<file path="src/hw/rtl/assert_macros.svh">
// Assertion helpers shared by the RTL.
// ASSERT_RST checks only while reset is released; ASSERT_ALWAYS checks at every edge.
`ifndef ASSERT_MACROS_SVH
`define ASSERT_MACROS_SVH

`ifndef SYNTHESIS
`define ASSERT_RST(label, clk, rst_n, prop) \
  label: assert property (@(posedge clk) disable iff (!rst_n) prop) \
    else $error("assertion failed");
`define ASSERT_ALWAYS(label, clk, prop) \
  label: assert property (@(posedge clk) prop) \
    else $error("assertion failed");
`else
`define ASSERT_RST(label, clk, rst_n, prop)
`define ASSERT_ALWAYS(label, clk, prop)
`endif

`endif

</file>
<file path="src/hw/rtl/stps_pkg.sv">
`timescale 1ns / 1ps

package stps_pkg;

  // Command codes
  localparam logic [1:0] CMD_TICK = 2'd0;
  localparam logic [1:0] CMD_LOAD = 2'd1;
  localparam logic [1:0] CMD_CHOP = 2'd2;

  // Step modes
  localparam logic [1:0] MODE_FULL   = 2'd0;
  localparam logic [1:0] MODE_HALF   = 2'd1;
  localparam logic [1:0] MODE_WAVE   = 2'd2;
  localparam logic [1:0] MODE_UNUSED = 2'd3;

  // Configuration register indexes
  localparam int CFG_IDX_W  = 1;
  localparam int CFG_DATA_W = 2;
  localparam logic [CFG_IDX_W-1:0] REG_STEP_MODE     = 1'b0;
  localparam logic [CFG_IDX_W-1:0] REG_CHOP_ON_LINES = 1'b1;

  localparam logic [1:0] STEP_MODE_RST = MODE_WAVE;

  // Comparator bits
  localparam int CMP_AB_BIT = 0;
  localparam int CMP_CD_BIT = 1;

  // Drive line bits: A,B,C,D,ABinh,CDinh from MSB to LSB
  localparam logic [5:0] DRV_AB_PHASE = 6'h30;
  localparam logic [5:0] DRV_CD_PHASE = 6'h0C;
  localparam logic [5:0] DRV_AB_INH   = 6'h02;
  localparam logic [5:0] DRV_CD_INH   = 6'h01;

  typedef struct packed {
    logic [1:0] step_mode;
    logic       chop_on_lines;
  } stps_cfg_t;

  typedef struct packed {
    logic [2:0]         phase_index;
    logic signed [15:0] pending;
    logic [5:0]         drive;
  } stps_state_t;

  function automatic logic [5:0] drive_pattern(input logic [2:0] idx);
    logic [5:0] pat;
    case (idx)
      3'd0:    pat = 6'h17;
      3'd1:    pat = 6'h05;
      3'd2:    pat = 6'h27;
      3'd3:    pat = 6'h22;
      3'd4:    pat = 6'h2B;
      3'd5:    pat = 6'h09;
      3'd6:    pat = 6'h1B;
      default: pat = 6'h12;
    endcase
    return pat;
  endfunction

  function automatic logic [2:0] next_index(input logic [1:0] mode, input logic [2:0] idx,
                                            input logic fwd);
    logic [3:0] sum;
    logic [2:0] res;
    sum = {1'b0, idx} + 4'd2;
    case (mode)
      MODE_HALF: begin
        res = fwd ? idx + 3'd1 : idx - 3'd1;
      end
      MODE_FULL: begin
        if (fwd) res = (sum > 4'd6) ? 3'd0 : sum[2:0];
        else     res = (idx < 3'd2) ? 3'd6 : idx - 3'd2;
      end
      default: begin
        if (fwd) res = (sum > 4'd7) ? 3'd1 : sum[2:0];
        else     res = (idx < 3'd3) ? 3'd7 : idx - 3'd2;
      end
    endcase
    return res;
  endfunction

endpackage

</file>
<file path="src/hw/rtl/stps_ifs.sv">
`timescale 1ns / 1ps

interface stps_in_if;
  logic               valid;
  logic               ready;
  logic [1:0]         command;
  logic signed [15:0] step_count;
  logic [1:0]         comparator_bits;

  modport source (output valid, command, step_count, comparator_bits, input ready);
  modport sink   (input valid, command, step_count, comparator_bits, output ready);
endinterface

interface stps_out_if;
  logic               valid;
  logic               ready;
  logic [3:0]         phase_lines;
  logic               ab_enable;
  logic               cd_enable;
  logic signed [15:0] steps_left;
  logic               moving;

  modport source (output valid, phase_lines, ab_enable, cd_enable, steps_left, moving,
                  input ready);
  modport sink   (input valid, phase_lines, ab_enable, cd_enable, steps_left, moving,
                  output ready);
endinterface

</file>
<file path="src/hw/rtl/stepper_phase_sequencer_unit.sv">
// Stepper phase sequencer: full, half and wave step indexer with chop control.
// The result of an accepted item is registered and shows on out_ch in the next cycle.
// Throughput: one item per cycle while out_ch is ready; the output register frees as it is taken.
// Reset (rst_n low, synchronous): phase index, pending count and drive lines clear,
// step_mode returns to wave, chop_on_lines to 0, and no result is pending.
`timescale 1ns / 1ps
`include "assert_macros.svh"

module stepper_phase_sequencer_unit (
  input  logic                             clk,
  input  logic                             rst_n,
  input  logic                             cfg_we,
  input  logic [stps_pkg::CFG_IDX_W-1:0]   cfg_index,
  input  logic [stps_pkg::CFG_DATA_W-1:0]  cfg_wdata,
  stps_in_if.sink                          in_ch,
  stps_out_if.source                       out_ch
);
  import stps_pkg::*;

  // Configuration registers
  stps_cfg_t   cfg_r;

  // Sequencer state: phase index, pending signed count, six drive lines
  stps_state_t state_r;
  stps_state_t state_nxt;

  // Result register
  logic               out_valid_r;
  logic [3:0]         phase_lines_r;
  logic               ab_enable_r;
  logic               cd_enable_r;
  logic signed [15:0] steps_left_r;
  logic               moving_r;

  logic in_fire;

  // Qualified accepts used by the checks below
  logic load_fire;
  logic live_tick;
  logic full_even_fire;

  // Take a new item whenever the result register is empty or being drained
  assign in_ch.ready = !out_valid_r || out_ch.ready;
  assign in_fire     = in_ch.valid && in_ch.ready;

  // Configuration writes land directly; the host must write only while idle, which the block itself does not enforce
  always_ff @(posedge clk) begin
    if (!rst_n) begin
      cfg_r.step_mode     <= STEP_MODE_RST;
      cfg_r.chop_on_lines <= 1'b0;
    end else if (cfg_we) begin
      unique case (cfg_index)
        REG_STEP_MODE:     cfg_r.step_mode     <= cfg_wdata;
        REG_CHOP_ON_LINES: cfg_r.chop_on_lines <= cfg_wdata[0];
        default:           cfg_r               <= cfg_r;
      endcase
    end
  end

  // All per-item work: tick, load or chop against the current state
  stps_next u_next (
    .cfg             (cfg_r),
    .state           (state_r),
    .command         (in_ch.command),
    .step_count      (in_ch.step_count),
    .comparator_bits (in_ch.comparator_bits),
    .state_nxt       (state_nxt)
  );

  // Advance the state only on an accepted item
  always_ff @(posedge clk) begin
    if (!rst_n) begin
      state_r.phase_index <= 3'd0;
      state_r.pending     <= 16'sd0;
      state_r.drive       <= 6'd0;
    end else if (in_fire) begin
      state_r <= state_nxt;
    end
  end

  // Result valid: set by an accepted item, dropped when taken with nothing new
  always_ff @(posedge clk) begin
    if (!rst_n) begin
      out_valid_r <= 1'b0;
    end else if (in_fire) begin
      out_valid_r <= 1'b1;
    end else if (out_ch.ready) begin
      out_valid_r <= 1'b0;
    end
  end

  // Result payload: the state as left by the item; hold while stalled
  always_ff @(posedge clk) begin
    if (in_fire) begin
      phase_lines_r <= state_nxt.drive[5:2];
      ab_enable_r   <= state_nxt.drive[1];
      cd_enable_r   <= state_nxt.drive[0];
      steps_left_r  <= state_nxt.pending;
      moving_r      <= (state_nxt.pending != 16'sd0);
    end
  end

  assign out_ch.valid       = out_valid_r;
  assign out_ch.phase_lines = phase_lines_r;
  assign out_ch.ab_enable   = ab_enable_r;
  assign out_ch.cd_enable   = cd_enable_r;
  assign out_ch.steps_left  = steps_left_r;
  assign out_ch.moving      = moving_r;

  assign load_fire      = in_fire && (in_ch.command == CMD_LOAD);
  assign live_tick      = in_fire && (in_ch.command == CMD_TICK) &&
                          (cfg_r.step_mode != MODE_UNUSED) && (state_r.pending != 16'sd0);
  assign full_even_fire = in_fire && (cfg_r.step_mode == MODE_FULL) && !state_r.phase_index[0];

  // A load shows up as the next result's pending count
  `ASSERT_RST(a_load_result, clk, rst_n, load_fire |=> (steps_left_r == $past(in_ch.step_count)))

  // A live tick always moves the pending count
  `ASSERT_RST(a_tick_moves, clk, rst_n, live_tick |=> (state_r.pending != $past(state_r.pending)))

  // Full steps from an even index stay on even indexes
  `ASSERT_RST(a_full_even, clk, rst_n, full_even_fire |=> !state_r.phase_index[0])

  // Reset empties the result register
  `ASSERT_ALWAYS(a_rst_empty, clk, !rst_n |=> !out_valid_r)

endmodule

</file>
<file path="src/hw/rtl/stps_next.sv">
`timescale 1ns / 1ps

module stps_next (
  input  stps_pkg::stps_cfg_t   cfg,
  input  stps_pkg::stps_state_t state,
  input  logic [1:0]            command,
  input  logic signed [15:0]    step_count,
  input  logic [1:0]            comparator_bits,
  output stps_pkg::stps_state_t state_nxt
);
  import stps_pkg::*;

  logic       fwd;
  logic       parity_ok;
  logic       tick_live;
  logic [2:0] idx_nxt;

  assign fwd       = !state.pending[15];
  assign tick_live = (cfg.step_mode != MODE_UNUSED) && (state.pending != 16'sd0);
  assign idx_nxt   = next_index(cfg.step_mode, state.phase_index, fwd);

  always_comb begin
    case (cfg.step_mode)
      MODE_FULL: parity_ok = !state.phase_index[0];
      MODE_WAVE: parity_ok = state.phase_index[0];
      default:   parity_ok = 1'b1;
    endcase
  end

  always_comb begin
    state_nxt = state;
    unique case (command)
      CMD_TICK: begin
        if (tick_live) begin
          state_nxt.phase_index = idx_nxt;
          if (parity_ok) state_nxt.drive = drive_pattern(idx_nxt);
          state_nxt.pending = fwd ? state.pending - 16'sd1 : state.pending + 16'sd1;
        end
      end
      CMD_LOAD: begin
        state_nxt.pending = step_count;
      end
      CMD_CHOP: begin
        // CD side wins when both comparators trip
        if (comparator_bits[CMP_CD_BIT]) begin
          state_nxt.drive = state.drive & ~(cfg.chop_on_lines ? DRV_CD_PHASE : DRV_CD_INH);
        end else if (comparator_bits[CMP_AB_BIT]) begin
          state_nxt.drive = state.drive & ~(cfg.chop_on_lines ? DRV_AB_PHASE : DRV_AB_INH);
        end
      end
      default: begin
        state_nxt = state;
      end
    endcase
  end

endmodule

</file>
<file path="src/flat_wrapper.sv">
// flat-port wrapper written by rule: the top's interface ports become plain ports
module stepper_phase_sequencer_unit_flat import stps_pkg::*;
  (clk, rst_n, cfg_we, cfg_index, cfg_wdata, in_ch_valid, in_ch_command, in_ch_step_count, in_ch_comparator_bits, in_ch_ready, out_ch_valid, out_ch_phase_lines, out_ch_ab_enable, out_ch_cd_enable, out_ch_steps_left, out_ch_moving, out_ch_ready);
  stps_in_if in_ch_i ();
  stps_out_if out_ch_i ();
  input  logic clk;
  input  logic rst_n;
  input  logic cfg_we;
  input  logic [stps_pkg::CFG_IDX_W-1:0] cfg_index;
  input  logic [stps_pkg::CFG_DATA_W-1:0] cfg_wdata;
  input wire logic [$bits(in_ch_i.valid)-1:0] in_ch_valid;
  input wire logic [$bits(in_ch_i.command)-1:0] in_ch_command;
  input wire logic [$bits(in_ch_i.step_count)-1:0] in_ch_step_count;
  input wire logic [$bits(in_ch_i.comparator_bits)-1:0] in_ch_comparator_bits;
  output wire logic [$bits(in_ch_i.ready)-1:0] in_ch_ready;
  output wire logic [$bits(out_ch_i.valid)-1:0] out_ch_valid;
  output wire logic [$bits(out_ch_i.phase_lines)-1:0] out_ch_phase_lines;
  output wire logic [$bits(out_ch_i.ab_enable)-1:0] out_ch_ab_enable;
  output wire logic [$bits(out_ch_i.cd_enable)-1:0] out_ch_cd_enable;
  output wire logic [$bits(out_ch_i.steps_left)-1:0] out_ch_steps_left;
  output wire logic [$bits(out_ch_i.moving)-1:0] out_ch_moving;
  input wire logic [$bits(out_ch_i.ready)-1:0] out_ch_ready;
  assign in_ch_i.valid = in_ch_valid;
  assign in_ch_i.command = in_ch_command;
  assign in_ch_i.step_count = in_ch_step_count;
  assign in_ch_i.comparator_bits = in_ch_comparator_bits;
  assign in_ch_ready = in_ch_i.ready;
  assign out_ch_valid = out_ch_i.valid;
  assign out_ch_phase_lines = out_ch_i.phase_lines;
  assign out_ch_ab_enable = out_ch_i.ab_enable;
  assign out_ch_cd_enable = out_ch_i.cd_enable;
  assign out_ch_steps_left = out_ch_i.steps_left;
  assign out_ch_moving = out_ch_i.moving;
  assign out_ch_i.ready = out_ch_ready;
  stepper_phase_sequencer_unit u_core (.clk(clk), .rst_n(rst_n), .cfg_we(cfg_we), .cfg_index(cfg_index), .cfg_wdata(cfg_wdata), .in_ch(in_ch_i), .out_ch(out_ch_i));
endmodule
</file>
<file path="config.mk">
export PLATFORM = sky130hd
export DESIGN_NAME = stepper_phase_sequencer_unit_flat
export DESIGN_NICKNAME = d
export VERILOG_FILES = /design/src/hw/rtl/stps_pkg.sv /design/src/hw/rtl/stps_ifs.sv /design/src/hw/rtl/stepper_phase_sequencer_unit.sv /design/src/hw/rtl/stps_next.sv /design/src/flat_wrapper.sv
export VERILOG_INCLUDE_DIRS = /design/src /design/src/hw/rtl
export SDC_FILE = /design/constraint.sdc
export NUM_CORES = 1
export LEC_CHECK = 0
export ABC_AREA = 1
export BUFFER_PORTS_ARGS = -buffer_cell sky130_fd_sc_hd__buf_2
export CAP_MARGIN = 40
export CORE_MARGIN = 5
export CORE_UTILIZATION = 35
export CTS_CLUSTER_DIAMETER = 80
export DETAILED_ROUTE_END_ITERATION = 8
export GPL_TIMING_DRIVEN = 0
export SYNTH_ARGS = -nofsm -noshare
export SYNTH_HDL_FRONTEND = slang
export SYNTH_HIERARCHICAL = 1
export SYNTH_SLANG_ARGS = --single-unit
</file>
<file path="constraint.sdc">
create_clock -name clk -period 5.8 [get_ports clk]
set_input_delay 0.87 -clock clk [delete_from_list [all_inputs] [get_ports clk]]
set_output_delay 0.87 -clock clk [all_outputs]
set_load 0.05 [all_outputs]
</file>
* Yosys cells after proc, flatten, opt, wreduce, memory -nomap -nowiden
Index checks and enable logic that the tools add are counted.
Word-level totals: register bits 52, input port bits 28, output and inout port bits 25, logic and storage cells 72
Cells by class: add/sub/neg operators 6, $lt $le $gt $ge 4, equal/unequal tests 11, multiplexer cells 21, bitwise logic cells 5, reductions and logical operators 14
Operators by type and width (number):
- 6-bit case mux with 7 select lines | 1
- 16-bit case mux with 2 select lines | 1
- 16-bit nonzero test | 2
- 6-bit 2-to-1 mux | 4
- 22-bit 2-to-1 mux | 1
- 3-bit 2-to-1 mux | 7
- 16-bit by 2-bit adder with 16-bit output, second input constant | 1
- 16-bit 2-to-1 mux | 1
- 16-bit by 2-bit subtractor with 16-bit output, second input constant | 1
- 6-bit bitwise AND | 2
- 6-bit case mux with 2 select lines | 1
- 3-bit equality test, second input constant | 3
- 4-bit by 3-bit greater-than comparator with 1-bit output, second input constant | 2
- 3-bit by 2-bit equality test with 1-bit output, second input constant | 2
- 3-bit by 2-bit < comparator with 1-bit output, second input constant | 2
- 4-bit inverter with 6-bit output | 1
- 6-bit inverter | 1
- 3-bit case mux with 2 select lines | 1
- 3-bit by 2-bit adder with 4-bit output, second input constant | 1
- 2-bit by 1-bit equality test with 1-bit output, second input constant | 2
- 2-bit equality test, second input constant | 2
- 2-bit logical NOT | 2
- 4-bit 2-to-1 mux | 1
- 2-bit AND reduction | 2
- 14 further kinds | 17

* Logic depth before layout (Yosys ltp)
Gate-level depths: netlist of the first run.
depth in word-level cells 11, mapped depth 19, mapped depth without buffers 19

* By module
The synthesis of the first run kept the hierarchy.
By module, submodules not included:
- stepper_phase_sequencer_unit | instances 1, cells each 223, area each 2165.8 sq um, sequential area each 1271.2 sq um
- stps_next | instances 1, cells each 325, area each 1765.4 sq um, sequential area each 0.0 sq um

* Worst setup path before layout of the first run
OpenSTA, ideal clock, no wires.
path kind input to register, start point in in_ch_valid, end point reg u_core.ab_enable_r (netlist: u_core/out_ch.ab_enable), enable pin, library setup time 0.411 ns, arrival time 2.346 ns, required time 5.389 ns, setup slack 3.044 ns, stages 4, path buffers 2, path through buf_4 buf_4 inv_1 a21oi_1
Between the ends: word-level cells in the longest chain between the ends 1
Ends and longest elaborated chain:
- start, declared | line flat_wrapper.sv:11 | input wire logic [$bits(in_ch_i.valid)-1:0] in_ch_valid;
- 1-bit logical AND | line stepper_phase_sequencer_unit.sv:44 | assign in_fire = in_ch.valid && in_ch.ready;
- via u_core.in_fire | line stepper_phase_sequencer_unit.sv:35 | logic in_fire;
- end signal, assigned | line stepper_phase_sequencer_unit.sv:96 | ab_enable_r <= state_nxt.drive[1];
- end, declared | line stepper_phase_sequencer_unit.sv:30 | logic ab_enable_r;
The timed path passes the listed nets, and every way through them passes these cells. A chain may end at the register's enable or synchronous reset.

==> impl_results.md, run 1 <==
* Crit path arrival time at 2.96 ns
* Crit path max-delay family: simple AND/OR/NAND/NOR gates
* Final Hold Fails at 0
* Drt via density at 4.94
* RSZ-0062 raised after global routing: no
* Post-synth EDFFs at 23
* Crit share post-route at 0.503
* Area of the multi-input gates at 0.00223 sq mm
* Max Slew Vio Count at 0
* Crit-path cells: buf_6 -> inv_6 -> ha_1 -> a21oi_1 -> nand2_1 -> a21oi_1 -> inv_1 -> nand2_1 -> nand3_1 -> nand3_1 -> nand2_1 -> nor2_1 -> nand2_1 -> nor2_1 -> nand2_1
* Clk sinks at 52
* Hold Crit Class: reg2reg
* CP peak stage delay at approximately 0.4 ns
* Synth top area share at 0.176
* Fmax at 0.343 GHz
* Setup WS post-layout at 2.89 ns
* Initial core utilization at 0.359
* H-tree level count at 2
* IO Pins at 53
* Post-Syn Area at just under 0.004 sq mm
* Post-Layout Cell Count at 746
* Antenna viol nets, final at 0
* GRT Overall Usage at 0.166
* Nets at 655
* Area growth syn-to-layout at 15.5%
* Gr ovfl total at 0
* Mapped Nets at 598
* Drt initial violations at 230
* Total Power at 1280 uW
* Critical path depth at 15
* Worst path bufs/invs at 3
* R2R depth at 15
* Critical Path Fanout Max at 21
* VDD IR max at 141 uV
* Synth Register Bits at 52
* Global-route wire length before repair at 17.6 mm
* Setup violators final at 0
* CP Capture Type: flop
* Most common cell in the netlist: nand2_1
* Setup crit start kind: flop
* CTS tree: done
* Outcome: complete, no violations
* Leak Pwr at 0.00222 uW
* Routed length per instance at 14.5 um
* Top_reg_cell synth: dfxtp_1
* Post-Syn Instances at between 500 and 600
* Hold buffer count at cts at 0
* TritonRoute pass-1 iters at 5
* Reg clk slew, reported paths at about 0.070 ns
* Antenna violations before repair at 0
* Vias at between 3000 and 4000
* Mean Syn Cell Area at 7.17 sq um
* Die ar. at roughly 0.013 sq mm
* Detailed placer's ending HPWL at 8.19 mm
* Synth top area cells: edfxtp_1 18%, nand2_1 15%, dfxtp_1 15%, inv_1 6.6%, ha_1 6.4%
* Number of global-route vias before repair at approximately 3500
* PwrDens at 282 mW/mm^2
* Yosys Warn Count at 6
* Top cells by count, synth: 157 x nand2_1, 69 x inv_1, 55 x nor2_1
* Yosys top cell by area: edfxtp_1
* Fill cells at 1189
* DIE HEIGHT at approximately 120 um
* Min Tclk post-route at approximately 2.9 ns
* Routed wire length at about 11 mm
* # port buffers at 50
* Max Cap Viol at 0
* Resize count post-CTS at 0
* Worst skew pair latency at between 0.2 and 0.3 ns
* Clock Skew at 0.00657 ns
* Layout cells sized above 1 at 0.193
* Placed Cells at 738
* Core area at 0.0109 sq mm
* Max clock buf depth at 2
* Critical path's slowest cell: dfxtp_1
* Gpl congestion at 0.884
* Seq/Total Area, Yosys at 0.323
* DRC Markers at 0
* WP data required at 5.84 ns
* Netlist cell types at 38
* End-of-flow core utilization at 0.415
* Least-Margin Pin Slew at 0.862 ns
* Max_slew headroom at 0.424
* Worst setup path class: reg2reg
* Setup TNS at 0 ns
* Root Driver: clkbuf_16
* Post-CTS setup repair buffer count at 0
* Storage cell area at 0.00127 sq mm
* Total CTS buffers at 5
* Num rows at 38
* Antenna diodes at 0
* Synth async-reset ratio at 0
* Die Wd at 116 um
* Cell depth of the worst hold path at 2
* Most used cell, CP: nand2_1
* Largest net degree at the start of global routing at 24
* Pre-CTS setup slack at 2.94 ns
[metal layers]
metal,track usage,share of wire,vias to the layer above
li1,-,-,1895
met1,0.223,0.47,1701
met2,0.287,0.47,85
met3,0.0214,0.051,6
met4,0.0325,0.0094,0
met5,0,0,-
[path summary, 6_finish.rpt]
check	startpoint	endpoint	slack, ns
hold reg to reg	u_core/state_r[0]	u_core/state_r[0]	0.52
setup / recovery	u_core/state_r[21]	u_core/out_ch.moving	2.89
setup reg to reg	u_core/state_r[21]	u_core/out_ch.moving	2.89
hold / removal	u_core/state_r[0]	u_core/state_r[0]	0.52
[area by class of cell]
type,instances,share of cell area
clock buffer,5,0.0276
timing repair buffer,50,0.0551
sequential,52,0.280
buffer,18,0.0369
multi-input combinational,406,0.491
clock inverter,3,0.0102
tap,140,0.0386
inverter,72,0.0606
[placed cells by master, fill, tap and decap left out, types with 2 or more instances in the layout]
cell / n
nor2_2: 3
o21ai_1: 5
inv_1: 69
a21boi_0: 3
nand2_2: 4
o211ai_1: 9
nand2_1: 157
a21oi_4: 2
nor2_4: 3
clkbuf_16: 5
buf_4: 7
a21oi_1: 45
edfxtp_1: 23
buf_6: 8
buf_2: 52
xnor2_1: 4
nand3_2: 21
fa_1: 2
nor2_1: 55
o21ai_0: 9
a22oi_1: 3
a21o_1: 2
inv_6: 2
dfxtp_1: 29
inv_2: 2
nand2_4: 3
o21bai_1: 7
ha_1: 20
nand3_1: 40
[power by group]
part	internal, uW	switching (uW)	total, uW
combinational	158	329	487
clock	205	139	344
sequential	423	25.0	448
total	786	492	1280
[per-stage QoR]
stage,hold slack (ns),cell area [sq um]
after floorplan,0.462,3930
after global placement,0.493,4360
after detailed placement,0.504,4370
after CTS,0.522,4540
after global routing,0.558,4540
final,0.518,4540
[flip-flops by register name, summed over array words and instances, names as in the netlist]
register,cells
u_core/cfg_r,3
u_core/out_ch.ab_enable,1
u_core/out_ch.cd_enable,1
u_core/out_ch.moving,1
u_core/out_ch.phase_lines,4
u_core/out_ch.steps_left,16
u_core/out_ch.valid,1
u_core/state_r,25
[cells by family after synthesis]
| group | Yosys count | synth area share |
|---|---|---|
| XOR/XNOR | 5 | 0.0111 |
| buffers and inverters | 90 | 0.113 |
| flip-flops | 52 | 0.323 |
| adder cells (fa/ha/maj) | 22 | 0.0738 |
| AND/OR/NAND/NOR | 290 | 0.342 |
| AO/OA/AOI/OAI | 89 | 0.137 |
[worst register-to-register path: stages (launching register included)]
cell	delay (ns)
dfxtp_1	0.40
buf_6	0.18
inv_6	0.11
ha_1	0.37
a21oi_1	0.16
nand2_1	0.13
a21oi_1	0.31
inv_1	0.13
nand2_1	0.11
nand3_1	0.08
nand3_1	0.09
nand2_1	0.10
nor2_1	0.20
nand2_1	0.08
nor2_1	0.15
nand2_1	0.06
Power figures use the tool's default switching activity.
==> inputs of run 2 (changes only) <==
clock period = 2.4 ns   (was 5.8 ns; I/O delays follow)
==> impl_results.md, run 2 (synthesis results as in run 1) <==
* Outcome: complete, no violations
* Antenna diodes at 0 (unchanged)
* Reg clk slew, reported paths at 0.07 ns (about the same)
* Max reg flops at 25 (unchanged)
* Most common cell after layout, fill and taps aside: nand2_1
* Gpl congestion at 0.884 (unchanged)
* DIE HEIGHT at 116 um (unchanged)
* Gr ovfl total at 0 (unchanged)
* Root Driver: clkbuf_16
* Max Slew Vio Count at 0 (unchanged)
* TritonRoute pass-1 iters at 5 (unchanged)
* PwrDens at 673 mW/mm^2 (+140%)
* Antenna violations before repair at 0 (unchanged)
* Die Wd at 116 um (unchanged)
* CTS tree: done
* Area growth syn-to-layout at 26.2%
* # port buffers at 50 (unchanged)
* H-tree level count at 2 (unchanged)
* Max Cap Viol at 0 (unchanged)
* Setup TNS at 0 ns (unchanged)
* Routed wire length at 11.5 mm (+6.0%)
* WP data required at 2.45 ns (-3.39 ns)
* IO Pins at 53 (unchanged)
* Routed length per instance at 15.1 um (+4.1%)
* Fmax at 0.427 GHz (+24%)
* Drt initial violations at 196 (-15%)
* Commonest non-fill, non-tap cells in the layout: 148 x nand2_1, 65 x inv_1, 52 x buf_2
* Total Power at 3340 uW (+160%)
* Least-Margin Pin Slew at 0.891 ns (+0.0283 ns)
* Vias at 3832 (+3.9%)
* Max clock buf depth at 2 (unchanged)
* Max_slew headroom at 0.405 (-0.0189)
* Die ar. at 0.0135 sq mm (unchanged)
* Setup crit start kind: flop
* Hold buffer count at cts at 0 (unchanged)
* Hold Crit Class: in2reg
* Setup violators final at 0 (unchanged)
* Number of global-route vias before repair at 3665 (+3.8%)
* Num rows at 38 (unchanged)
* Top reg by flops: u_core/state_r
* Core area at 0.0109 sq mm (unchanged)
* Crit path arrival time at 2.39 ns (-0.57 ns)
* Clk sinks at 52 (unchanged)
* Worst setup path class: reg2reg
* Leak Pwr at 0.00234 uW (+5.4%)
* Nets at 668 (+2.0%)
* DRC Markers at 0 (unchanged)
* Clock Skew at 0.00698 ns (+0.000412 ns)
* GRT Overall Usage at 0.172 (+0.00608)
* Final Hold Fails at 0 (unchanged)
* Min Tclk post-route at 2.34 ns (-0.572 ns)
* Largest net degree at the start of global routing at 24 (unchanged)
* Antenna viol nets, final at 0 (unchanged)
* Worst skew pair latency at 0.29 ns (about the same)
* Critical Path Fanout Max at 11 (-48%)
* VDD IR max at 347 uV (+150%)
* Detailed placer's ending HPWL at 8.19 mm (unchanged)
* Crit share post-route at 0.976 (+0.474)
* Layout cells sized above 1 at 0.302 (+0.109)
* Initial core utilization at 0.359 (unchanged)
* Total CTS buffers at 5 (unchanged)
* CP Capture Type: flop
* RSZ-0062 raised after global routing: yes
* Drt via density at 5.05 (+2.2%)
* Global-route wire length before repair at 18.3 mm (+3.6%)
[run 2: cell types whose count changed in the layout (fill, tap and decap cells not counted), sizes merged]
| cell | previous run | this run |
|---|---|---|
| buf | 68 | 80 |
| inv | 73 | 74 |
[run 2: per-stage QoR]
stage | cell area [sq um] | hold WS, ns | util | worst slack, ns | cells
floorplan | 3930 | 0.462 | - | 0.154 | 548
global placement | 4360 | 0.493 | 0.398 | -0.735 | 738
detailed placement | 4370 | 0.504 | 0.399 | -0.457 | 738
CTS | 4750 | 0.275 | 0.435 | 0.000656 | 754
global route | 4960 | 0.309 | 0.454 | -0.0896 | 759
finish | 4960 | 0.277 | 0.454 | 0.0567 | 759
[run 2: worst paths after layout]
path | from | end | slack (ns) | cells after the start
min | cfg_wdata[1] | u_core/cfg_r[2] | 0.28 | 3
max reg2reg | u_core/state_r[21] | u_core/out_ch.moving | 0.06 | 15
min reg2reg | u_core/state_r[0] | u_core/state_r[0] | 0.52 | 2
max | u_core/state_r[21] | u_core/out_ch.moving | 0.06 | 15
[run 2: area by class of cell]
type / instances / area, sq um
clock buffer: 5 / 125
multi-input combinational: 406 / 2520
timing repair inverter: 1 / 8.76
inverter: 72 / 287
fill: 1142 / 5970
tap: 140 / 175
sequential: 52 / 1280
clock inverter: 3 / 46.3
timing repair buffer: 62 / 344
buffer: 18 / 176
[run 2: where the power goes]
part,switching (uW),internal [uW]
Clock,333,496
Combinational,910,508
Sequential,67.9,1020
[run 2: per-layer routing]
metal,share of wire,track usage
met5,0,0
met4,0.012,0.0394
met3,0.047,0.0230
met2,0.48,0.295
met1,0.46,0.230
[run 2: timing repair]
action,4_1_cts,5_1_grt
cloned,1,0
resized for setup,35,42
endpoints found under the setup margin,11,9
setup buffers,7,5
pin swaps,11,22
[run 2: worst max-delay path, stage by stage (launching register included)]
cell and delay (ns):
dfxtp_4 0.37, buf_12 0.14, inv_16 0.06, fa_2 0.38, nand3_2 0.10, nand2_4 0.07, a21oi_4 0.17, inv_2 0.07
nand2_1 0.09, nand3_1 0.10, nand3_2 0.09, nand2_2 0.07, nor2_4 0.13, nand2_1 0.07, nor2_2 0.12, nand2_1 0.06
==> inputs of run 3 (changes only) <==
RECOVER_POWER = 50   (was default)
==> impl_results.md, run 3 (synthesis results as in run 1) <==
* Clock Skew at 0.00763 ns (+0.000650 ns)
* Max Slew Vio Count at 0 (unchanged)
* GRT Overall Usage at 0.172 (unchanged)
* WP data required at 2.45 ns (about the same)
* # port buffers at 50 (unchanged)
* H-tree level count at 2 (unchanged)
* Cell depth of the worst hold path at 3 (unchanged)
* Drt initial violations at 201 (+2.6%)
* Die Wd at 116 um (unchanged)
* PwrDens at 677 mW/mm^2 (+0.62%)
* Worst skew pair latency at 0.29 ns (about the same)
* Setup crit start kind: flop
* Hold buffer count at cts at 0 (unchanged)
* Leak Pwr at 0.00226 uW (-3.4%)
* Max_slew headroom at 0.0243 (-0.381)
* Detailed placer's ending HPWL at 8.19 mm (unchanged)
* Global-route wire length before repair at 18.3 mm (unchanged)
* WL met1 at 5.34 mm (+1.3%)
* Fmax at 0.424 GHz (-0.66%)
* Clk sinks at 52 (unchanged)
* Initial core utilization at 0.359 (unchanged)
* Root Driver: clkbuf_16
* Placement Cell Area at 0.00437 sq mm (unchanged)
* Worst setup path class: reg2reg
* Most common cell after layout, fill and taps aside: nand2_1
* TritonRoute pass-1 iters at 4 (-1)
* Gr ovfl total at 0 (unchanged)
* Core area at 0.0109 sq mm (unchanged)
* DR top layer: met4
* Reg2reg setup slack at 0.04 ns (-0.02 ns)
* Antenna violations before repair at 0 (unchanged)
* Vias at 3799 (-0.86%)
* RSZ-0062 raised after global routing: yes
* Layout cells sized above 1 at 0.262 (-0.0404)
* Routed wire length at 11.5 mm (-0.23%)
* DIE HEIGHT at 116 um (unchanged)
* Least-Margin Pin Slew at 1.46 ns (+0.573 ns)
* Final Hold Fails at 0 (unchanged)
* Num rows at 38 (unchanged)
* DRC Markers at 0 (unchanged)
* Setup TNS at 0 ns (unchanged)
* CTS tree: done
* Area growth syn-to-layout at 25.0%
* Gpl congestion at 0.884 (unchanged)
* Nets at 668 (unchanged)
* R2R depth at 15 (unchanged)
* VDD IR max at 347 uV (about the same)
* Reg clk slew, reported paths at 0.07 ns (about the same)
* CP peak stage delay at 0.38 ns (about the same)
* Outcome: complete, no violations
* Met3 routed WL at 513 um (-5.9%)
* Hold Crit Class: in2reg
* Max reg flops at 25 (unchanged)
* Drt via density at 5.01 (-0.86%)
* Pre-CTS setup slack at -0.457 ns (unchanged)
* Max clock buf depth at 2 (unchanged)
* CP Capture Type: flop
* Number of global-route vias before repair at 3665 (unchanged)
* Top reg by flops: u_core/state_r
* Setup violators final at 0 (unchanged)
* Critical Path Fanout Max at 11 (unchanged)
* Crit share post-route at 0.983 (+0.00646)
* Max Cap Viol at 0 (unchanged)
* Min Tclk post-route at 2.36 ns (+0.0155 ns)
* Antenna viol nets, final at 0 (unchanged)
* Most used cell, CP: nand2_1
* Setup WS post-layout at 0.0412 ns (-0.0155 ns)
* IO Pins at 53 (unchanged)
* End-of-flow core utilization at 0.449 (-0.00458)
* Critical path's slowest cell: fa_2
* Design Area, Final at 0.00491 sq mm (-1.0%)
* Met2 Wirelength at 5.53 mm (-0.23%)
* Crit-path cells: buf_12 -> inv_16 -> fa_2 -> nand3_2 -> nand2_4 -> a21oi_4 -> inv_2 -> nand2_1 -> nand3_1 -> nand3_2 -> nand2_2 -> nor2_4 -> nand2_1 -> nor2_2 -> nand2_1
* Crit path arrival time at 2.41 ns (+0.02 ns)
* Die ar. at 0.0135 sq mm (unchanged)
* Antenna diodes at 0 (unchanged)
* Routed length per instance at 15.1 um (-0.23%)
* Total CTS buffers at 5 (unchanged)
* Commonest non-fill, non-tap cells in the layout: 149 x nand2_1, 65 x inv_1, 51 x nor2_1
* Worst hold margin at 0.277 ns (-0.000482 ns)
* Largest net degree at the start of global routing at 24 (unchanged)
run 3: area by class of cell:
cell class                      count  area [sq um]
Fill cell                        1144          6020
Timing Repair Buffer               62           314
Clock buffer                        5           125
Tap cell                          140           175
Inverter                           72           287
Buffer                             18           171
Clock inverter                      3          46.3
Multi-Input combinational cell    406          2510
Timing Repair inverter              1          8.76
Sequential cell                    52          1280
run 3: power breakdown:
| part | switching (uW) | internal, uW |
|---|---|---|
| Sequential | 68.3 | 1020 |
| Combinational | 909 | 494 |
| Clock | 334 | 496 |
run 3: timing repair:
item	CTS	global route
buffers inserted	7	5
pin swaps	11	22
gates resized for setup	35	42
gates cloned	1	0
endpoints found under the setup margin	11	9
run 3: worst paths after layout:
kind                                    startpoint                    to
worst max-delay path            u_core/state_r[21]  u_core/out_ch.moving
worst min-delay path                  cfg_wdata[1]       u_core/cfg_r[2]
worst max register to register  u_core/state_r[21]  u_core/out_ch.moving
worst min register to register   u_core/state_r[0]     u_core/state_r[0]
run 3: per-layer routing:
layer  GRT usage  vias to the layer above
met1       0.230                     1782
met4      0.0394                        0
met5           0                        -
met3      0.0230                        6
li1            -                     1922
met2       0.295                       89
run 3: through the flow:
stage | instances | power [uW]
finish | 759 | 3320
global route | 759 | 3530
global placement | 738 | 2260
floorplan | 548 | 1990
CTS | 754 | 3220
detailed placement | 738 | 2270
run 3: worst max-delay path, delay by kind of cell, from the launching register on:
family                     cells  cell delay [ns]
AOI/OAI and AO/OA              1             0.17
adders and majority gates      1             0.38
DFF                            1             0.37
and+or+nand+nor               10             0.91
buffers and inverters          3             0.27
